[src/sme_pkg.sv]
// Shared package for the stack machine evaluator.
// Holds sizes, opcodes, status codes, controller states and command/status structs.
// No dependencies.
package sme_pkg;

   localparam int StackDepth = 256;
   localparam int VarCount   = 64;
   localparam int SpW        = $clog2(StackDepth + 1);
   localparam int SaW        = $clog2(StackDepth);
   localparam int VaW        = $clog2(VarCount);
   localparam int DepthW     = 9;

   localparam logic [3:0] OP_PUSHC  = 4'd0;
   localparam logic [3:0] OP_PUSHV  = 4'd1;
   localparam logic [3:0] OP_ADD    = 4'd2;
   localparam logic [3:0] OP_SUB    = 4'd3;
   localparam logic [3:0] OP_MUL    = 4'd4;
   localparam logic [3:0] OP_DIV    = 4'd5;
   localparam logic [3:0] OP_NEG    = 4'd6;
   localparam logic [3:0] OP_EVAL   = 4'd7;
   localparam logic [3:0] OP_ASSIGN = 4'd8;
   localparam logic [3:0] OP_PRINT  = 4'd9;
   localparam logic [3:0] OP_POP    = 4'd10;

   localparam logic [2:0] ST_OK    = 3'd0;
   localparam logic [2:0] ST_OVER  = 3'd1;
   localparam logic [2:0] ST_UNDER = 3'd2;
   localparam logic [2:0] ST_DIVZ  = 3'd3;
   localparam logic [2:0] ST_UNDEF = 3'd4;

   typedef enum logic [3:0] {
      S_IDLE, S_READ, S_WAIT, S_EXEC, S_VREAD, S_VWAIT, S_MUL, S_MUL2,
      S_DIV, S_FIN, S_OUT
   } state_type;

   typedef struct packed {
      logic rd_top;    // read the two top entries
      logic mul_start;
      logic mul_step;
      logic div_start;
      logic div_step;
      logic wr_res;    // write result at sp-2 (binary) or sp-1 (unary)
      logic res_unary;
      logic [2:0] res_sel; // 0 add 1 sub 2 mul 3 div 4 neg 5 var
      logic wr_push;
      logic wr_var;
   } cmd_type;

   typedef struct packed {
      logic top_zero;
      logic def_flag;
      logic div_done;
   } sts_type;

   localparam logic [2:0] RS_ADD = 3'd0;
   localparam logic [2:0] RS_SUB = 3'd1;
   localparam logic [2:0] RS_MUL = 3'd2;
   localparam logic [2:0] RS_DIV = 3'd3;
   localparam logic [2:0] RS_NEG = 3'd4;
   localparam logic [2:0] RS_VAR = 3'd5;

   function automatic logic [63:0] sat_sign(input logic neg, input logic [64:0] mag);
      if (!neg) return (mag > 65'h7FFF_FFFF_FFFF_FFFF) ? 64'h7FFF_FFFF_FFFF_FFFF : mag[63:0];
      if (mag > 65'h8000_0000_0000_0000) return 64'h8000_0000_0000_0000;
      return 64'(-mag[63:0]);
   endfunction

endpackage

[src/sme_ctrl.sv]
// Controller state machine: sequences each instruction and tracks the stack pointer.
// Depends on sme_pkg.
module sme_ctrl (
   input  logic                    clock,
   input  logic                    reset,
   input  logic                    req_valid,
   output logic                    req_ready,
   input  logic [3:0]              req_opcode,
   input  logic [63:0]             req_operand_value,
   input  logic [5:0]              req_var_index,
   output logic                    rsp_valid,
   input  logic                    rsp_ready,
   output logic [2:0]              rsp_status,
   output logic                    rsp_print_valid,
   output logic [63:0]             rsp_print_value,
   output logic [8:0]              rsp_stack_depth,
   output sme_pkg::cmd_type        cmd,
   output logic [sme_pkg::SpW-1:0] sp,
   output logic [63:0]             push_data,
   input  sme_pkg::sts_type        sts,
   input  logic [63:0]             top_value
);
   localparam int SpW = sme_pkg::SpW;
   sme_pkg::state_type state_ff, state_in;
   logic [SpW-1:0] sp_ff, sp_in;
   logic [3:0] op_ff;
   logic [63:0] pd_ff;
   logic [2:0] st_ff, st_in;
   logic pv_ff, pv_in;
   logic [63:0] pval_ff, pval_in;

   assign sp = sp_ff;
   assign push_data = pd_ff;
   assign req_ready = (state_ff == sme_pkg::S_IDLE);
   assign rsp_valid = (state_ff == sme_pkg::S_OUT);
   assign rsp_status = st_ff;
   assign rsp_print_valid = pv_ff;
   assign rsp_print_value = pval_ff;
   assign rsp_stack_depth = sme_pkg::DepthW'(sp_ff);

   always_ff @(posedge clock) begin
      if (reset) begin
         state_ff <= sme_pkg::S_IDLE;
         sp_ff <= '0;
         st_ff <= sme_pkg::ST_OK;
         pv_ff <= 1'b0;
      end else begin
         state_ff <= state_in;
         sp_ff <= sp_in;
         st_ff <= st_in;
         pv_ff <= pv_in;
      end
      pval_ff <= pval_in;
      if (req_valid && req_ready) begin
         op_ff <= req_opcode;
         pd_ff <= (req_opcode == sme_pkg::OP_PUSHV) ?
                  64'(req_var_index[sme_pkg::VaW-1:0]) : req_operand_value;
      end
   end

   always_comb begin
      state_in = state_ff; sp_in = sp_ff; st_in = st_ff; pv_in = pv_ff; pval_in = pval_ff;
      cmd = '0;
      case (state_ff)
         sme_pkg::S_IDLE: begin
            if (req_valid) begin
               state_in = sme_pkg::S_READ; st_in = sme_pkg::ST_OK;
               pv_in = 1'b0; pval_in = '0;
            end
         end
         sme_pkg::S_READ: begin
            cmd.rd_top = 1'b1; state_in = sme_pkg::S_WAIT;
         end
         sme_pkg::S_WAIT: state_in = sme_pkg::S_EXEC;
         sme_pkg::S_EXEC: begin
            state_in = sme_pkg::S_FIN;
            case (op_ff)
               sme_pkg::OP_PUSHC, sme_pkg::OP_PUSHV: begin
                  if (sp_ff >= SpW'(sme_pkg::StackDepth)) st_in = sme_pkg::ST_OVER;
                  else begin
                     cmd.wr_push = 1'b1; sp_in = sp_ff + SpW'(1);
                  end
               end
               sme_pkg::OP_ADD, sme_pkg::OP_SUB, sme_pkg::OP_MUL, sme_pkg::OP_ASSIGN: begin
                  if (sp_ff < SpW'(2)) st_in = sme_pkg::ST_UNDER;
                  else if (op_ff == sme_pkg::OP_ASSIGN) begin
                     cmd.wr_var = 1'b1; sp_in = sp_ff - SpW'(1);
                  end else if (op_ff == sme_pkg::OP_MUL) begin
                     cmd.mul_start = 1'b1; state_in = sme_pkg::S_MUL;
                  end else begin
                     cmd.wr_res = 1'b1;
                     cmd.res_sel = (op_ff == sme_pkg::OP_ADD) ? sme_pkg::RS_ADD : sme_pkg::RS_SUB;
                     sp_in = sp_ff - SpW'(1);
                  end
               end
               sme_pkg::OP_DIV: begin
                  if (sp_ff == '0) st_in = sme_pkg::ST_UNDER;
                  else if (sts.top_zero) st_in = sme_pkg::ST_DIVZ;
                  else if (sp_ff == SpW'(1)) st_in = sme_pkg::ST_UNDER;
                  else begin
                     cmd.div_start = 1'b1; state_in = sme_pkg::S_DIV;
                  end
               end
               sme_pkg::OP_NEG, sme_pkg::OP_EVAL, sme_pkg::OP_PRINT, sme_pkg::OP_POP: begin
                  if (sp_ff == '0) st_in = sme_pkg::ST_UNDER;
                  else if (op_ff == sme_pkg::OP_NEG) begin
                     cmd.wr_res = 1'b1; cmd.res_unary = 1'b1; cmd.res_sel = sme_pkg::RS_NEG;
                  end else if (op_ff == sme_pkg::OP_EVAL) begin
                     if (!sts.def_flag) st_in = sme_pkg::ST_UNDEF;
                     else begin
                        state_in = sme_pkg::S_VREAD;
                     end
                  end else begin
                     if (op_ff == sme_pkg::OP_PRINT) begin
                        pv_in = 1'b1; pval_in = top_value;
                     end
                     sp_in = sp_ff - SpW'(1);
                  end
               end
               default: ;
            endcase
         end
         sme_pkg::S_VREAD: state_in = sme_pkg::S_VWAIT;
         sme_pkg::S_VWAIT: begin
            cmd.wr_res = 1'b1; cmd.res_unary = 1'b1; cmd.res_sel = sme_pkg::RS_VAR;
            state_in = sme_pkg::S_FIN;
         end
         sme_pkg::S_MUL: begin
            cmd.mul_step = 1'b1; state_in = sme_pkg::S_MUL2;
         end
         sme_pkg::S_MUL2: begin
            // Partial products are held; the product register takes their sum at the end of this state.
            state_in = sme_pkg::S_VREAD; cmd.res_sel = sme_pkg::RS_MUL;
         end
         sme_pkg::S_DIV: begin
            cmd.div_step = 1'b1;
            if (sts.div_done) begin
               cmd.res_sel = sme_pkg::RS_DIV; state_in = sme_pkg::S_VWAIT;
            end
         end
         sme_pkg::S_FIN: begin
            if (st_in != sme_pkg::ST_OK) sp_in = '0;
            state_in = sme_pkg::S_OUT;
         end
         sme_pkg::S_OUT: begin
            if (rsp_ready) state_in = sme_pkg::S_IDLE;
         end
         default: state_in = sme_pkg::S_IDLE;
      endcase
      if (state_ff == sme_pkg::S_VWAIT) begin
         if (op_ff == sme_pkg::OP_MUL) begin
            cmd.res_sel = sme_pkg::RS_MUL; cmd.res_unary = 1'b0; sp_in = sp_ff - SpW'(1);
         end else if (op_ff == sme_pkg::OP_DIV) begin
            cmd.res_sel = sme_pkg::RS_DIV; cmd.res_unary = 1'b0; sp_in = sp_ff - SpW'(1);
         end
      end
   end
endmodule

[config.mk]
export PLATFORM = sky130hd
export DESIGN_NAME = sme_ctrl
export DESIGN_NICKNAME = d
export VERILOG_FILES = /design/src/sme_pkg.sv /design/src/sme_ctrl.sv
export SDC_FILE = /design/constraint.sdc
export NUM_CORES = 1
export LEC_CHECK = 0
export BUFFER_PORTS_ARGS = -buffer_cell sky130_fd_sc_hd__buf_2
export CAP_MARGIN = 0
export CELL_PAD_IN_SITES_DETAIL_PLACEMENT = 0
export CELL_PAD_IN_SITES_GLOBAL_PLACEMENT = 2
export CORE_UTILIZATION = 30
export CTS_BUF_LIST = sky130_fd_sc_hd__clkbuf_8
export DETAILED_ROUTE_END_ITERATION = 10
export HOLD_SLACK_MARGIN = 0.08
export PLACE_DENSITY_LB_ADDON = 0.1
export SLEW_MARGIN = 40
export SYNTH_ARGS = -nofsm -noshare
export SYNTH_HDL_FRONTEND = slang
export SYNTH_SLANG_ARGS = --single-unit
[constraint.sdc]
create_clock -name clock -period 5.48 [get_ports clock]
set_clock_uncertainty 0.05 [all_clocks]
set_input_delay 0.548 -clock clock [delete_from_list [all_inputs] [get_ports clock]]
set_output_delay 0.548 -clock clock [all_outputs]
set_load 0.01 [all_outputs]
==> results_dict.tcl <==
set metrics [dict create \
    dpl-instance-area_um2 8927 \
    vias 5805 \
    synth.distinct_cells 72 \
    setup_ws_ns 2.053 \
    p_sw_mw 0.9381 \
    critPathTopFamily "flip-flops" \
    first_iter_violations 411 \
    synth.ff_latch_count 149 \
    utilization_pct 40.04 \
    synth_edf_count 132 \
    cp_slowest_cell "dfxtp_1" \
    post_cts_buffers 0 \
    die_w_um 156.6 \
    min_period_over_period_pct 62.53 \
    synth_area_leaders "edfxtp_1 55%, and2_1 5.8%, nor2b_1 5.4%" \
    rsz0062_at_grt "no" \
    drv_cap 0 \
    tritoncts "built" \
    grt_max_degree 65 \
    power_frac_seq_pct 49.2 \
    track_usage_pct 18.22 \
    layout-drive-gt1-share_pct 41.73 \
    grt_pass1_wl_um 32980 \
    synth_area_um2 7173 \
    cts-root-buf "clkbuf_8" \
    swShare_pct 31.05 \
    stdcell_count 1220 \
    power_mw 3.021 \
    diodes 0 \
    clkTransAtPathRegs_ns 0.11 \
    synth_area_leader_cell "edfxtp_1" \
    drc 0 \
    drv_slew 0 \
    die_height_um 156.6 \
    ant_nets 0 \
    fill_cells 2369 \
    synth_top_area_share_pct 55.26 \
    port-buffer-count 308 \
    grt_pass1_vias 5605 \
    coreArea_um2 23470 \
    cts_buffers 17 \
    p_per_area_nw_per_um2 321.5 \
    combPwrFrac_pct 20.6 \
    rows 56 \
    die_area_um2 24530 \
    worstSetupStartpointType "flip-flop" \
    end_kind "output pin" \
    cp_cell_sequence "inv_1 -> ha_1 -> or2_2 -> a311oi_1 -> nor3b_4 -> buf_2" \
    critPathBufInv 2 \
    wl_per_cell_um 18.41 \
    hold_path.class "in -> reg" \
    clock_power_share_pct 30.2 \
    clock_sinks 149 \
    viasPerCell 4.758 \
    path_class "reg -> out" \
    cpPeakStageDelay_ns 0.64 \
    async_reset_ff_share_pct 0 \
    peakVddDrop_mv 0.1442 \
    crit_fanout 13 \
    p_leak_nw 3.918 \
    start_util_pct 30.56 \
    regArea_um2 4304 \
    cts_buffer_depth 2 \
    htree_levels 4 \
    clk-insertion-delay-late_ns 0.46 \
    pin_count 309 \
    multi_input_area_um2 2604 \
    finalSetupTns_ns 0 \
    yosysWarnings 0 \
    place_congestion 0.8441 \
    synthFlopType "edfxtp_1" \
    worst_pin_slew_ns 0.7916 \
    design_area_um2 9398 \
    avgSynthCellArea_um2 11.90 \
    ctsHoldBuffers 0 \
    netlist_instances 603 \
    drt-pass1-iter-count 4 \
    place_inst 1185 \
    worstPathRequired_ns 4.88 \
    yosysMostFrequentCell "edfxtp_1" \
    setup_viol 0 \
    syn_nets 752 \
    dp_slack_ns 2.400 \
    slew_headroom_pct 47.23 \
    yosys-top-cells-count "132 x edfxtp_1, 66 x and2_1, 62 x nor2b_1" \
    routed_wirelength_um 22460 \
    holdWs_ns 0.2695 \
    synth_seq_area_share_pct 60.00 \
    fmax_mhz 291.8 \
    outcome "completed" \
    fin_nets 1037 \
    post-dp-hpwl_um 16570 \
    finalHoldViolCount 0 \
    antenna_found_initial 1 \
    layout-area-overhead-vs-synth_pct 31.01 \
    p_int_mw 2.083 \
    arrival_ns 2.83 \
    gr-total-overflow 0 \
    finalCriticalPeriod_ns 3.427 \
    post_cts_resized 0 \
]
## metal layers
metal	part of all wire, %	routed length [µm]	GRT usage [%]	up-vias
met2	51	11410	30.80	264
met4	1.3	281	4.902	0
met3	9.0	2015	7.145	19
li1	-	-	-	2766
met5	0	0	0	-
met1	39	8750	21.42	2756
## worst reg2reg max path, delay by kind of cell, from the launching register on
kind | cells | cell delay [ns]
simple gates | 3 | 1.12
flops | 1 | 0.63
mux | 1 | 0.31
buf+inv | 1 | 0.49
compound gates | 1 | 0.24
## state kept, by name (all words and copies together) (netlist names)
| register | flops |
|---|---|
| op_ff | 4 |
| push_data | 64 |
| state_ff | 4 |
| rsp_status | 3 |
| rsp_print_valid | 1 |
| rsp_print_value | 64 |
| rsp_stack_depth | 9 |
## cell families after synthesis
| kind of cell | share of synthesized area, % |
|---|---|
| fa+ha+maj | 0.6977 |
| simple gates | 21.87 |
| xor+xnor | 0.8547 |
| mux | 1.727 |
| flops | 60.00 |
| compound gates | 10.71 |
| buf+inv | 4.134 |
## area by class of cell
cell class	instances	area share [%]
flip-flops and latches	149	45.80
multi-input cells	391	27.71
repair buffers	317	17.32
well taps	319	4.247
clock buffers	17	2.490
clock inverters	15	1.957
inverters	12	0.4793
## final timing paths
| path | from | end | slack [ns] | cells past startpoint |
|---|---|---|---|---|
| setup / recovery | rsp_stack_depth[1] | cmd[8] | 2.05 | 6 |
| hold / removal | req_opcode[0] | op_ff[0] | 0.27 | 1 |
| setup reg to reg | state_ff[1] | rsp_status[0] | 2.53 | 6 |
| hold reg to reg | rsp_print_valid | rsp_print_valid | 0.42 | 2 |
## layout by cell type, fill, tap and decap left out, types with 8 or more instances in the layout
| cell type | n |
|---|---|
| a211oi_1 | 8 |
| a21oi_1 | 19 |
| a31oi_1 | 9 |
| and2_1 | 65 |
| buf_2 | 308 |
| clkbuf_8 | 17 |
| dfxtp_1 | 17 |
| edfxtp_1 | 132 |
| inv_1 | 13 |
| nand2_1 | 23 |
| nand3_1 | 14 |
| nor2_1 | 37 |
| nor2b_1 | 62 |
| nor3_1 | 14 |
| o21ai_0 | 17 |
## power by group through the flow
stage | sequential [mW] | clock (mW) | combinational [mW]
after floorplan | 1.58 | 0 | 0.274
after global placement | 1.52 | 0 | 0.608
after CTS | 1.50 | 0.946 | 0.611
after global routing | 1.50 | 0.987 | 0.685
final | 1.49 | 0.914 | 0.622
after detailed placement | 1.52 | 0 | 0.610
Note: power is estimated with default switching activity, not from simulation.
